<file path="src/design/assert_macros.svh">
// Assertion helpers, clocked on clk_i; ASSERT_CLK is quiet while rst_ni is low.
`ifndef ASSERT_MACROS_SVH
`define ASSERT_MACROS_SVH

// Check prop at every rising edge outside reset.
`define ASSERT_CLK(lbl, prop, msg) \
  lbl: assert property (@(posedge clk_i) disable iff (!rst_ni) (prop)) else $error(msg);

// Check prop at every rising edge, reset included.
`define ASSERT_ALWAYS(lbl, prop, msg) \
  lbl: assert property (@(posedge clk_i) (prop)) else $error(msg);

`endif

</file>
<file path="src/design/scl_pkg.sv">
package scl_pkg;

  localparam int unsigned LINE_BUFFER_BYTES = 50;
  localparam int unsigned STORE_DEPTH = LINE_BUFFER_BYTES - 1;
  localparam int unsigned AW = $clog2(STORE_DEPTH);
  localparam int unsigned CW = $clog2(STORE_DEPTH + 1);
  localparam int unsigned MAG_W = 35;

  localparam logic [7:0] CH_CR     = 8'h0D;
  localparam logic [7:0] CH_LF     = 8'h0A;
  localparam logic [7:0] CH_NUL    = 8'h00;
  localparam logic [7:0] CH_COMMA  = 8'h2C;
  localparam logic [7:0] CH_PLUS   = 8'h2B;
  localparam logic [7:0] CH_MINUS  = 8'h2D;
  localparam logic [7:0] CH_SPACE  = 8'h20;
  localparam logic [7:0] CH_TAB    = 8'h09;
  localparam logic [7:0] CH_VTAB   = 8'h0B;
  localparam logic [7:0] CH_FF     = 8'h0C;
  localparam logic [7:0] CH_ZERO   = 8'h30;
  localparam logic [7:0] CH_NINE   = 8'h39;
  localparam logic [7:0] CH_ONE    = 8'h31;
  localparam logic [7:0] CH_LA     = 8'h61;
  localparam logic [7:0] CH_LZ     = 8'h7A;
  localparam logic [7:0] CH_A      = 8'h41;
  localparam logic [7:0] CH_B      = 8'h42;
  localparam logic [7:0] CH_F      = 8'h46;
  localparam logic [7:0] CH_I      = 8'h49;
  localparam logic [7:0] CH_M      = 8'h4D;
  localparam logic [7:0] CH_N      = 8'h4E;
  localparam logic [7:0] CH_P      = 8'h50;
  localparam logic [7:0] CH_X      = 8'h58;
  localparam logic [7:0] CH_Y      = 8'h59;

  localparam logic signed [31:0] F_MAX = 32'sd4095;

  typedef enum logic [2:0] {
    CMD_MANUAL   = 3'd0,
    CMD_FINE_OFF = 3'd1,
    CMD_BRAKE    = 3'd2,
    CMD_POWER    = 3'd3,
    CMD_FINE_ON  = 3'd4,
    CMD_INVERT   = 3'd5,
    CMD_PULSE    = 3'd6,
    CMD_DISABLE  = 3'd7
  } cmd_e;

  typedef enum logic [2:0] {
    S_IDLE,
    S_READ,
    S_PROC,
    S_FIN,
    S_DONE
  } state_e;

  typedef enum logic [1:0] {
    PH_PRE,
    PH_DIG,
    PH_END
  } ph_e;

  typedef struct packed {
    ph_e              ph;
    logic             neg;
    logic [MAG_W-1:0] mag;
    logic [31:0]      acc;
  } parse_t;

endpackage

</file>
<file path="src/design/serial_command_line_parser.sv">
// Serial command line parser.
// Input channel (in_valid_i/in_ready_o, rx_byte_i) takes one received byte per
// request. Carriage returns are ignored; other bytes go into a 49-byte line
// store, and bytes beyond that are dropped. A newline starts a scan of the
// stored line that may yield one request on the output channel
// (out_valid_o/out_ready_i with command_o and the value ports).
// A plain byte is written to the line store when it is taken. A newline
// starts a scan paced by the single read port of the line
// store: each stored byte is read into a register (S_READ) and parsed in
// the state after it (S_PROC). Input is held off for the scan.
// The result sits in an output register, so bytes keep flowing while it waits;
// only the end of the next scan waits for the receiver to take it.
// Reset empties the line store (fill count 0) and drops any pending result.
module serial_command_line_parser (
  input  logic                clk_i,
  input  logic                rst_ni,
  input  logic                in_valid_i,
  output logic                in_ready_o,
  input  logic [7:0]          rx_byte_i,
  output logic                out_valid_o,
  input  logic                out_ready_i,
  output logic [2:0]          command_o,
  output logic signed [31:0]  first_value_o,
  output logic signed [31:0]  second_value_o,
  output logic                pulse_axis_o,
  output logic signed [31:0]  pulse_sign_o,
  output logic [31:0]         pulse_index_o
);
  import scl_pkg::*;

  logic [7:0]    mem_q [STORE_DEPTH];
  logic [7:0]    rdata_q;
  state_e        state_q, state_d;
  logic [CW-1:0] fill_q, n_q, pos_q;
  logic [7:0]    c_q;
  logic          comma_q, infield_q;
  logic [2:0]    fcnt_q;
  parse_t        prs_q;
  logic signed [31:0] v0_q, v1_q;
  logic [31:0]   idx_q;
  logic          axis_ok_q, axis_q;
  logic          out_valid_q;
  logic          accept, take_out, load_out;

  function automatic logic [7:0] upcase(logic [7:0] b);
    return (b >= CH_LA && b <= CH_LZ) ? b - 8'd32 : b;
  endfunction

  function automatic parse_t step(parse_t p, logic [7:0] b);
    parse_t r;
    logic   dig;
    logic [31:0] d;
    r   = p;
    dig = (b >= CH_ZERO) && (b <= CH_NINE);
    d   = {28'd0, b[3:0]};
    unique case (p.ph)
      PH_PRE: begin
        if (b == CH_SPACE || b == CH_TAB || b == CH_VTAB || b == CH_FF) begin
          r.ph = PH_PRE;
        end else if (b == CH_PLUS || b == CH_MINUS) begin
          r.neg = (b == CH_MINUS);
          r.ph  = PH_DIG;
        end else if (dig) begin
          r.acc = d;
          r.mag = MAG_W'(d);
          r.ph  = PH_DIG;
        end else begin
          r.ph = PH_END;
        end
      end
      PH_DIG: begin
        if (dig) begin
          r.acc = (p.acc << 3) + (p.acc << 1) + d;
          if (p.mag <= MAG_W'(64'h8000_0000)) begin
            r.mag = (p.mag << 3) + (p.mag << 1) + MAG_W'(d);
          end
        end else begin
          r.ph = PH_END;
        end
      end
      default: r = p;
    endcase
    return r;
  endfunction

  function automatic logic signed [31:0] sat(parse_t p);
    if (p.neg) begin
      return (p.mag >= MAG_W'(64'h8000_0000)) ? 32'sh8000_0000 : -$signed(p.mag[31:0]);
    end
    return (p.mag > MAG_W'(64'h7FFF_FFFF)) ? 32'sh7FFF_FFFF : $signed(p.mag[31:0]);
  endfunction

  function automatic logic signed [31:0] clamp12(logic signed [31:0] v);
    if (v < 0) return 32'sd0;
    if (v > F_MAX) return F_MAX;
    return v;
  endfunction

  assign in_ready_o  = (state_q == S_IDLE);
  assign accept      = in_valid_i && in_ready_o;
  assign out_valid_o = out_valid_q;
  assign take_out    = out_valid_q && out_ready_i;

  // result of the finished scan
  logic               res_vld;
  cmd_e               res_cmd;
  logic signed [31:0] res_a, res_b, res_sign;
  logic [31:0]        res_idx;
  logic               res_axis;

  always_comb begin
    res_vld  = 1'b0;
    res_cmd  = CMD_DISABLE;
    res_a    = '0;
    res_b    = '0;
    res_sign = '0;
    res_idx  = '0;
    res_axis = 1'b0;
    if (pos_q == CW'(1)) begin
      res_vld = 1'b1;
      priority if (c_q == CH_M) res_cmd = CMD_MANUAL;
      else if (c_q == CH_N) res_cmd = CMD_FINE_OFF;
      else if (c_q == CH_B) res_cmd = CMD_BRAKE;
      else res_vld = 1'b0;
    end else if (pos_q > CW'(1) && comma_q) begin
      res_vld = 1'b1;
      priority if (c_q == CH_A) begin
        res_cmd = CMD_POWER;
        res_a   = v0_q;
        res_b   = v1_q;
      end else if (c_q == CH_F) begin
        res_cmd = CMD_FINE_ON;
        res_a   = clamp12(v0_q);
        res_b   = clamp12(v1_q);
      end else if (c_q == CH_I) begin
        res_cmd = CMD_INVERT;
        res_a   = v0_q;
        res_b   = v1_q;
      end else if (c_q == CH_P) begin
        if (fcnt_q >= 3'd3 && axis_ok_q && v1_q != 0) begin
          res_cmd  = CMD_PULSE;
          res_axis = axis_q;
          res_sign = v1_q;
          res_idx  = idx_q;
        end
      end else begin
        res_vld = 1'b0;
      end
    end
  end

  assign load_out = (state_q == S_DONE) && res_vld && (!out_valid_q || out_ready_i);

  always_comb begin
    state_d = state_q;
    unique case (state_q)
      S_IDLE: if (accept && rx_byte_i == CH_LF) state_d = S_READ;
      S_READ: state_d = (pos_q == n_q) ? S_FIN : S_PROC;
      S_PROC: state_d = (rdata_q == CH_NUL) ? S_FIN : S_READ;
      S_FIN:  state_d = S_DONE;
      S_DONE: if (!res_vld || !out_valid_q || out_ready_i) state_d = S_IDLE;
      default: state_d = S_IDLE;
    endcase
  end

  always_ff @(posedge clk_i or negedge rst_ni) begin
    if (!rst_ni) begin
      state_q     <= S_IDLE;
      fill_q      <= '0;
      out_valid_q <= 1'b0;
    end else begin
      state_q <= state_d;
      if (load_out) out_valid_q <= 1'b1;
      else if (take_out) out_valid_q <= 1'b0;
      if (accept && rx_byte_i == CH_LF) begin
        fill_q <= '0;
      end else if (accept && rx_byte_i != CH_CR && fill_q < CW'(STORE_DEPTH)) begin
        fill_q <= fill_q + CW'(1);
      end
    end
  end

  // line store: one write port, one registered read port
  always_ff @(posedge clk_i) begin
    if (accept && rx_byte_i != CH_CR && rx_byte_i != CH_LF && fill_q < CW'(STORE_DEPTH)) begin
      mem_q[fill_q[AW-1:0]] <= rx_byte_i;
    end
    if (state_q == S_READ && pos_q != n_q) begin
      rdata_q <= mem_q[pos_q[AW-1:0]];
    end
  end

  // scan datapath
  always_ff @(posedge clk_i) begin
    if (accept && rx_byte_i == CH_LF) begin
      n_q       <= fill_q;
      pos_q     <= '0;
      fcnt_q    <= '0;
      infield_q <= 1'b0;
      comma_q   <= 1'b0;
      v0_q      <= '0;
      v1_q      <= '0;
      idx_q     <= '0;
      axis_ok_q <= 1'b0;
      axis_q    <= 1'b0;
    end
    if (state_q == S_PROC && rdata_q != CH_NUL) begin
      pos_q <= pos_q + CW'(1);
      if (pos_q == CW'(0)) begin
        c_q <= upcase(rdata_q);
      end else if (pos_q == CW'(1)) begin
        comma_q <= (rdata_q == CH_COMMA);
      end else if (rdata_q == CH_COMMA) begin
        // close the open field
        if (infield_q) begin
          infield_q <= 1'b0;
          if (fcnt_q == 3'd1) v0_q <= sat(prs_q);
          if (fcnt_q == 3'd2) v1_q <= sat(prs_q);
          if (fcnt_q == 3'd3) idx_q <= prs_q.neg ? 32'd0 - prs_q.acc : prs_q.acc;
        end
      end else if (!infield_q) begin
        infield_q <= 1'b1;
        if (fcnt_q != 3'd4) fcnt_q <= fcnt_q + 3'd1;
        prs_q <= step('{ph: PH_PRE, neg: 1'b0, mag: '0, acc: '0}, rdata_q);
        if (fcnt_q == 3'd0) begin
          axis_ok_q <= (upcase(rdata_q) == CH_A || rdata_q == CH_ZERO ||
                        upcase(rdata_q) == CH_X || upcase(rdata_q) == CH_B ||
                        rdata_q == CH_ONE || upcase(rdata_q) == CH_Y);
          axis_q    <= (upcase(rdata_q) == CH_B || rdata_q == CH_ONE ||
                        upcase(rdata_q) == CH_Y);
        end
      end else begin
        prs_q <= step(prs_q, rdata_q);
      end
    end
    if (state_q == S_FIN && infield_q) begin
      infield_q <= 1'b0;
      if (fcnt_q == 3'd1) v0_q <= sat(prs_q);
      if (fcnt_q == 3'd2) v1_q <= sat(prs_q);
      if (fcnt_q == 3'd3) idx_q <= prs_q.neg ? 32'd0 - prs_q.acc : prs_q.acc;
    end
  end

  always_ff @(posedge clk_i) begin
    if (load_out) begin
      command_o      <= res_cmd;
      first_value_o  <= res_a;
      second_value_o <= res_b;
      pulse_axis_o   <= res_axis;
      pulse_sign_o   <= res_sign;
      pulse_index_o  <= res_idx;
    end
  end

`include "assert_macros.svh"

  `ASSERT_CLK(a_fill_bound, fill_q <= CW'(STORE_DEPTH), "fill count beyond store depth")
  `ASSERT_CLK(a_lf_empties, (accept && rx_byte_i == CH_LF) |=> (fill_q == '0), "newline left store filled")
  `ASSERT_CLK(a_scan_bound, (state_q == S_READ || state_q == S_PROC) |-> (pos_q <= n_q), "scan ran past line")
  `ASSERT_CLK(a_out_from_done, $rose(out_valid_q) |-> $past(state_q == S_DONE), "result raised outside done")

endmodule

</file>
<file path="config.mk">
export PLATFORM = sky130hd
export DESIGN_NAME = serial_command_line_parser
export DESIGN_NICKNAME = d
export VERILOG_FILES = /design/src/design/scl_pkg.sv /design/src/design/serial_command_line_parser.sv
export VERILOG_INCLUDE_DIRS = /design/src /design/src/design
export SDC_FILE = /design/constraint.sdc
export NUM_CORES = 1
export LEC_CHECK = 0
export ABC_AREA = 1
export BUFFER_PORTS_ARGS = -buffer_cell sky130_fd_sc_hd__buf_2
export CORE_UTILIZATION = 40
export CTS_CLUSTER_DIAMETER = 50
export DETAILED_ROUTE_END_ITERATION = 8
export SLEW_MARGIN = 20
export SYNTH_ARGS = -nofsm -noshare
export SYNTH_HDL_FRONTEND = slang
export SYNTH_SLANG_ARGS = --single-unit
export TNS_END_PERCENT = 20
</file>
<file path="constraint.sdc">
create_clock -name clk_i -period 11.6 [get_ports clk_i]
set_input_delay 1.16 -clock clk_i [delete_from_list [all_inputs] [get_ports clk_i]]
set_output_delay 1.16 -clock clk_i [all_outputs]
set_load 0.02 [all_outputs]
</file>
# --- Yosys cells after proc, flatten, opt, wreduce, memory -nomap -nowiden ---
# Memory sizes are Yosys's and may differ from the RTL's. A register that Yosys moved wholly into a read port is not among the register bits.
# Index checks and enable logic that the tools add are counted.
op_classes:
  addsub: 10
  mul: 0
  div_mod_pow: 0
  n_lt_le_gt_ge: 14
  eq_ne: 47
  shifts: 0
  mux: 169
  n_bitwise: 6
  n_reduce_logical: 51
op_table:
  columns: ["op", "n"]
  rows:
  - ["32-bit two-way mux", 49]
  - ["67-bit two-way mux", 3]
  - ["68-bit two-way mux", 2]
  - ["67-bit case mux with 2 select lines", 1]
  - ["8-bit by 7-bit equality test with 1-bit output, second input constant", 11]
  - ["1-bit two-way mux", 81]
  - ["36-bit two-way mux", 2]
  - ["70-bit two-way mux", 1]
  - ["32-bit by 13-bit > comparator with 1-bit output, second input constant", 2]
  - ["32-bit by 1-bit < comparator with 1-bit output, second input constant", 2]
  - ["8-bit by 6-bit equality test with 1-bit output, second input constant", 6]
  - ["3-bit two-way mux", 15]
  - ["35-bit adder", 1]
  - ["35-bit by 4-bit adder with 35-bit output", 1]
  - ["35-bit by 32-bit greater-or-equal comparator with 1-bit output, second input constant", 1]
  - ["35-bit by 31-bit > comparator with 1-bit output, second input constant", 1]
  - ["35-bit by 32-bit less-or-equal comparator with 1-bit output, second input constant", 1]
  - ["35-bit two-way mux", 1]
  - ["32-bit adder", 1]
  - ["32-bit by 4-bit adder with 32-bit output", 1]
  - ["8-bit by 4-bit equality test with 1-bit output, second input constant", 4]
  - ["32-bit negator", 1]
  - ["32-bit nonzero test", 1]
  - ["1-bit by 32-bit subtractor with 32-bit output, first input constant", 1]
  - ["44 further kinds", 107]
word_totals:
  ff_bits: 335
  latchBits: 0
  mem_bits_rw: 392
  mem_bits_ro: 0
  input_bits: 12
  out_inout_bits: 134
  elab_cells: 322
  n_memories: 1
memory_table:
  columns: ["memory", "words", "width", "rd", "rd_ports_with_merged_regs", "write_ports", "line_no", "text"]
  rows:
  - ["mem_q", 49, 8, 1, 1, 1, "serial_command_line_parser.sv:31", "logic [7:0] mem_q [STORE_DEPTH];"]

# --- Logic depth before layout (Yosys ltp) ---
logic_depth:
  depth_word: 16
  ltp_mapped: 16
  ltp_nobuf: 15

# --- Least setup slack after synthesis ---
# OpenSTA, ideal clock, no wires.
synth_path:
  path_type: "reg-to-reg"
  start: "register pos_q[0]"
  end: "register command_o[0] (enable)"
  setup_time_ps: 625
  t_arrival_ps: 7491
  required_time_ps: 10975
  setup_slack_ps: 3484
  path_stages_with_launch: 12
  n_path_buf: 4
  path_cell_list: "edfxtp_1 clkbuf_1 clkinv_1 clkbuf_1 buf_2 clkbuf_1 ha_1 o21ai_0 nand2_1 a21oi_1 nand3_1 nor2_1"
synth_via:
  elab_chain_cells: 6
  elab_cells_between_ends: 7
synth_lines:
  columns: ["item", "line_no", "text"]
  rows:
  - ["start: declaration", "serial_command_line_parser.sv:34", "logic [CW-1:0] fill_q, n_q, pos_q;"]
  - ["start signal: assignment", "serial_command_line_parser.sv:208", "pos_q <= pos_q + CW'(1);"]
  - ["6-bit by 1-bit > comparator with 1-bit output", "serial_command_line_parser.sv:125", "end else if (pos_q > CW'(1) && comma_q) begin"]
  - ["1-bit logical AND", "serial_command_line_parser.sv:125", null]
  - ["1-bit two-way mux", "serial_command_line_parser.sv:125", null]
  - ["1-bit two-way mux (*)", "serial_command_line_parser.sv:119", "if (pos_q == CW'(1)) begin"]
  - ["1-bit logical AND (*) (2 in a row)", "serial_command_line_parser.sv:152", "assign load_out = (state_q == S_DONE) && res_vld && (!out_valid_q || out_ready_i);"]
  - ["named net load_out", "serial_command_line_parser.sv:43", "logic accept, take_out, load_out;"]
  - ["end signal: assignment", "serial_command_line_parser.sv:246", "command_o <= res_cmd;"]
  - ["end: declaration", "serial_command_line_parser.sv:22", "output logic [2:0] command_o,"]
# Mark *: on every way through the listed nets, which the timed path passes. The rest lies on a longest branch.
# A chain may end at the register's enable or synchronous reset.

# --- Worst setup path in the final report ---
layout_path:
  start: "register pos_q[1]"
  end: "register v1_q[14]"
layout_via:
  elab_chain_cells: 6
  elab_cells_between_ends: 7
layout_lines:
  columns: ["item", "line_no", "text"]
  rows:
  - ["6-bit by 1-bit equality test with 1-bit output", "serial_command_line_parser.sv:211", "end else if (pos_q == CW'(1)) begin"]
  - ["32-bit two-way mux", "serial_command_line_parser.sv:211", null]
  - ["32-bit two-way mux (*)", "serial_command_line_parser.sv:209", "if (pos_q == CW'(0)) begin"]
  - ["32-bit two-way mux (*)", "serial_command_line_parser.sv:207", "if (state_q == S_PROC && rdata_q != CH_NUL) begin"]
  - ["32-bit two-way mux", "serial_command_line_parser.sv:239", "if (fcnt_q == 3'd2) v1_q <= sat(prs_q);"]
  - ["32-bit two-way mux (*)", "serial_command_line_parser.sv:236", "if (state_q == S_FIN && infield_q) begin"]
  - ["end signal: assignment", "serial_command_line_parser.sv:218", "if (fcnt_q == 3'd2) v1_q <= sat(prs_q);"]
  - ["end signal: assignment", "serial_command_line_parser.sv:239", null]
  - ["end: declaration", "serial_command_line_parser.sv:39", "logic signed [31:0] v0_q, v1_q;"]
# Every way passes the cells marked *; elsewhere a longest branch is shown, timed or not.

==> out/metrics.csv <==
stage,metric,value,unit
global_route,global-route wire length before repair,142000,um
global_route,largest net degree at the start of global routing,197,
setup_path,crit path cell chain,buf_4 > inv_2 > buf_4 > ha_1 > nand2_2 > nand2_1 > inv_2 > a21oi_4 > inv_2 > nor2_4 > inv_2 > o21ai_0,
logic_synthesis,"EDFF count, synth",622,
cts,CTS Root Buffer Type,clkbuf_16,
place,cell count after placement,4837,
setup_path,Worst Path Arrival,5030,ps
sta,slew margin rel.,25.6,%
global_route,initial antenna violation count,0,
cts,post-CTS resize count,0,
cts,Worst-path clk slew,60,ps
global_route,gr ovfl total,0,
sta,Final Skew,25.0,ps
final_layout,Antenna Diode Count,0,
global_route,Total GRT Usage,20.1,%
place,post-DP HPWL,61700,um
logic_synthesis,syn nets,3801,
detailed_routing,DRT iter0 DRCs,1989,
logic_synthesis,Synth warnings,0,
setup_path,crit path max fanout,50,
detailed_routing,Post-DRT Antenna Nets,0,
final_layout,P&R area growth vs syn,13.3,%
logic_synthesis,Synth area leader,edfxtp_1,
worst_hold_path,Hold/Removal Path Class,input port to async pin,
setup_path,most frequent CP cell,inv_2,
logic_synthesis,Synth area leaders,"edfxtp_1 (53%), nor2_1 (7.0%), o21ai_0 (6.0%)",
cts,cts hold-fix bufs,0,
pwr,PD cells,200,nW/um^2
logic_synthesis,Post-synth ARST share,1.36,%
detailed_routing,1st-pass router iterations,5,
floorplan,Core Rows,108,
cts,CTS buffer count,91,
cts,largest buffer count on any clock path,3,
floorplan,core box area,87400,um^2
logic_synthesis,Post-Synthesis Cells,3647,
cts,H-tree depth,3,
floorplan,Initial Utilization,40.7,%
pwr,Max VDD drop,0.000132,V
final_layout,share of layout cells above drive strength 1,8.93,%
floorplan,Die Y-Extent,300,um
logic_synthesis,"Primary FF master, synth",edfxtp_1,
logic_synthesis,synth unique cells,56,
detailed_routing,# DRC,0,
final_layout,Post-Layout Cell Count,5006,
cts,TritonCTS clock tree,done,
detailed_routing,routed vias/inst,5.31,
detailed_routing,Vias,26600,
cts,Clock Sinks,735,
final_layout,Util after Layout,46.1,%
setup_path,Crit. End Element,register,
pwr,LEAKAGE,15.8,nW
final_layout,multi-input logic area,12700,um^2
sta,Max Fclk,224,MHz
sta,Final Hold Fails,0,
sta,setup TNS,0,ps
setup_path,critical path data required time,12170,ps
global_route,vias in the first global route,25400,
sta,final critical-path required period,4470,ps
final_layout,fill count,8272,
sta,unrepaired setup endpoints after global routing,false,
sta,"Period Utilization, post-route",38.5,%
setup_path,Critical Path Source Type,register,
sta,Worst Tran Pin Value,1120,ps
setup_path,"Max stage delay cell, worst path",nand2_1,
sta,Final setup viols,0,
logic_synthesis,"Seq/Total Area, Yosys",59.0,%
floorplan,Die W,300,um
detailed_routing,DRT Wirelength,91800,um
sta,Final Hold Slack,431,ps
floorplan,die area,90100,um^2
sta,pins over their slew limit,0,
logic_synthesis,"Avg Cell Area, Syn",9.75,um^2
outcome,status,finished clean,
logic_synthesis,post-synth top area share,52.5,%
final_layout,register area,21000,um^2
setup_path,Crit Path Class,register to register,
cts,Post CTS Setup Buffer Count,0,
floorplan,I/O pin count,146,
pwr,total chip power,0.00805,W
cts,worst-skew pair later-pin latency,660,ps
logic_synthesis,"flops & latches, synth",735,
final_layout,Final Net Count,3929,
job,max-cap violation count,0,
detailed_routing,routed len/inst,18.3,um
setup_path,Max stage delay on crit path,650,ps
place,routability cong.,0.908,
place,input/output buffers,145,
logic_synthesis,"Cell Area, Synth",35600,um^2
==> synth_stat cells (all sizes together) (4+ instances only) <==
library cell	n
a22o	9
nand3b	8
a21boi	5
xnor2	15
nor2	669
a21o	10
nor4	23
fa	4
o31ai	12
dfrtp	10
o21a	14
nand4	55
clkinv	5
a21oi	201
xor2	23
a31oi	14
o32ai	4
inv	346
nand2	426
nand3	148
o22ai	82
o21ai	433
nor3b	4
nor3	51
ha	138
buf	29
o211ai	25
o21bai	12
o221ai	19
edfxtp	622
clkbuf	110
dfxtp	103
==> sequential cells by signal, indices dropped and copies added (netlist names), 8 cells and up <==
| name | count |
|---|---|
| c_q | 8 |
| first_value_o | 32 |
| idx_q | 32 |
| mem_q | 392 |
| prs_q | 70 |
| pulse_index_o | 32 |
| pulse_sign_o | 32 |
| rdata_q | 8 |
| second_value_o | 32 |
| v0_q | 32 |
| v1_q | 32 |
==> placed cells by master (no fill, tap or decap), drive strengths merged, types with 12 or more instances in the layout <==
| cell type | n |
|---|---|
| nor2 | 669 |
| nand2 | 426 |
| a21oi | 201 |
| o21ai | 433 |
| o31ai | 12 |
| o211ai | 25 |
| clkbuf | 121 |
| nor3 | 51 |
| nand4 | 55 |
| xnor2 | 15 |
| nand3 | 148 |
| o221ai | 19 |
| edfxtp | 622 |
| o21a | 14 |
| xor2 | 23 |
| o22ai | 82 |
| dfxtp | 103 |
| clkinv | 28 |
| nor4 | 23 |
| inv | 364 |
| a31oi | 14 |
| o21bai | 12 |
| ha | 138 |
| buf | 174 |
==> stage by stage <==
step | area [um^2] | worst slack (ps)
floorplan | 35600 | 3480
global placement | 37400 | 6790
detailed placement | 37400 | 6750
CTS | 40300 | 7170
global route | 40300 | 6750
finish | 40300 | 7130
==> layer usage <==
layer  part of all wire, %  wire length, um  global-route usage, %
met1                    44            40700                   26.5
met2                    46            42500                   32.8
met3                   6.1             5620                   4.00
met4                   3.3             3010                   7.08
met5                     0                0                      0
==> path summary, 6_finish.rpt <==
path	from	to	slack, ps	depth (start not counted)
hold reg to reg	v1_q[27]$_DFF_P_	v1_q[27]$_DFF_P_	470	2
setup reg to reg	pos_q[1]$_SDFFCE_PN0P_	v1_q[14]$_DFF_P_	7130	12
min in group clk_i	v1_q[27]$_DFF_P_	v1_q[27]$_DFF_P_	470	2
setup / recovery	pos_q[1]$_SDFFCE_PN0P_	v1_q[14]$_DFF_P_	7130	12
hold / removal	rst_ni	fill_q[1]$_DFFE_PN0P_	430	1
max in group asynchronous	rst_ni	fill_q[3]$_DFFE_PN0P_	10880	1
==> where the power goes <==
part | switching (W) | internal, W
sequential | 0.000193 | 0.00310
combinational | 0.00142 | 0.000638
clock | 0.00113 | 0.00156
==> cell type report <==
type | instances | share of cell area [%]
inverters | 351 | 3.27
multi-input cells | 2422 | 31.5
clock buffers | 121 | 6.18
repair buffers | 174 | 2.37
well taps | 1155 | 3.59
clock inverters | 48 | 0.962
flip-flops and latches | 735 | 52.1
==> cell families after synthesis <==
| family | share of synthesized area [%] |
|---|---|
| multiplexers | 0.0317 |
| AND/OR/NAND/NOR | 16.2 |
| XOR/XNOR | 0.936 |
| adder cells (fa/ha/maj) | 5.08 |
| buffers and inverters | 5.30 |
| flip-flops | 59.0 |
| AO/OA/AOI/OAI | 13.4 |
==> worst max-delay path, delay by kind of cell (launching register included) <==
| family | cells | cell delay (ps) |
|---|---|---|
| DFF | 1 | 360 |
| and+or+nand+nor | 3 | 920 |
| AOI/OAI and AO/OA | 2 | 530 |
| adders and majority gates | 1 | 300 |
| buffers and inverters | 6 | 2200 |
Power figures use the tool's default switching activity.
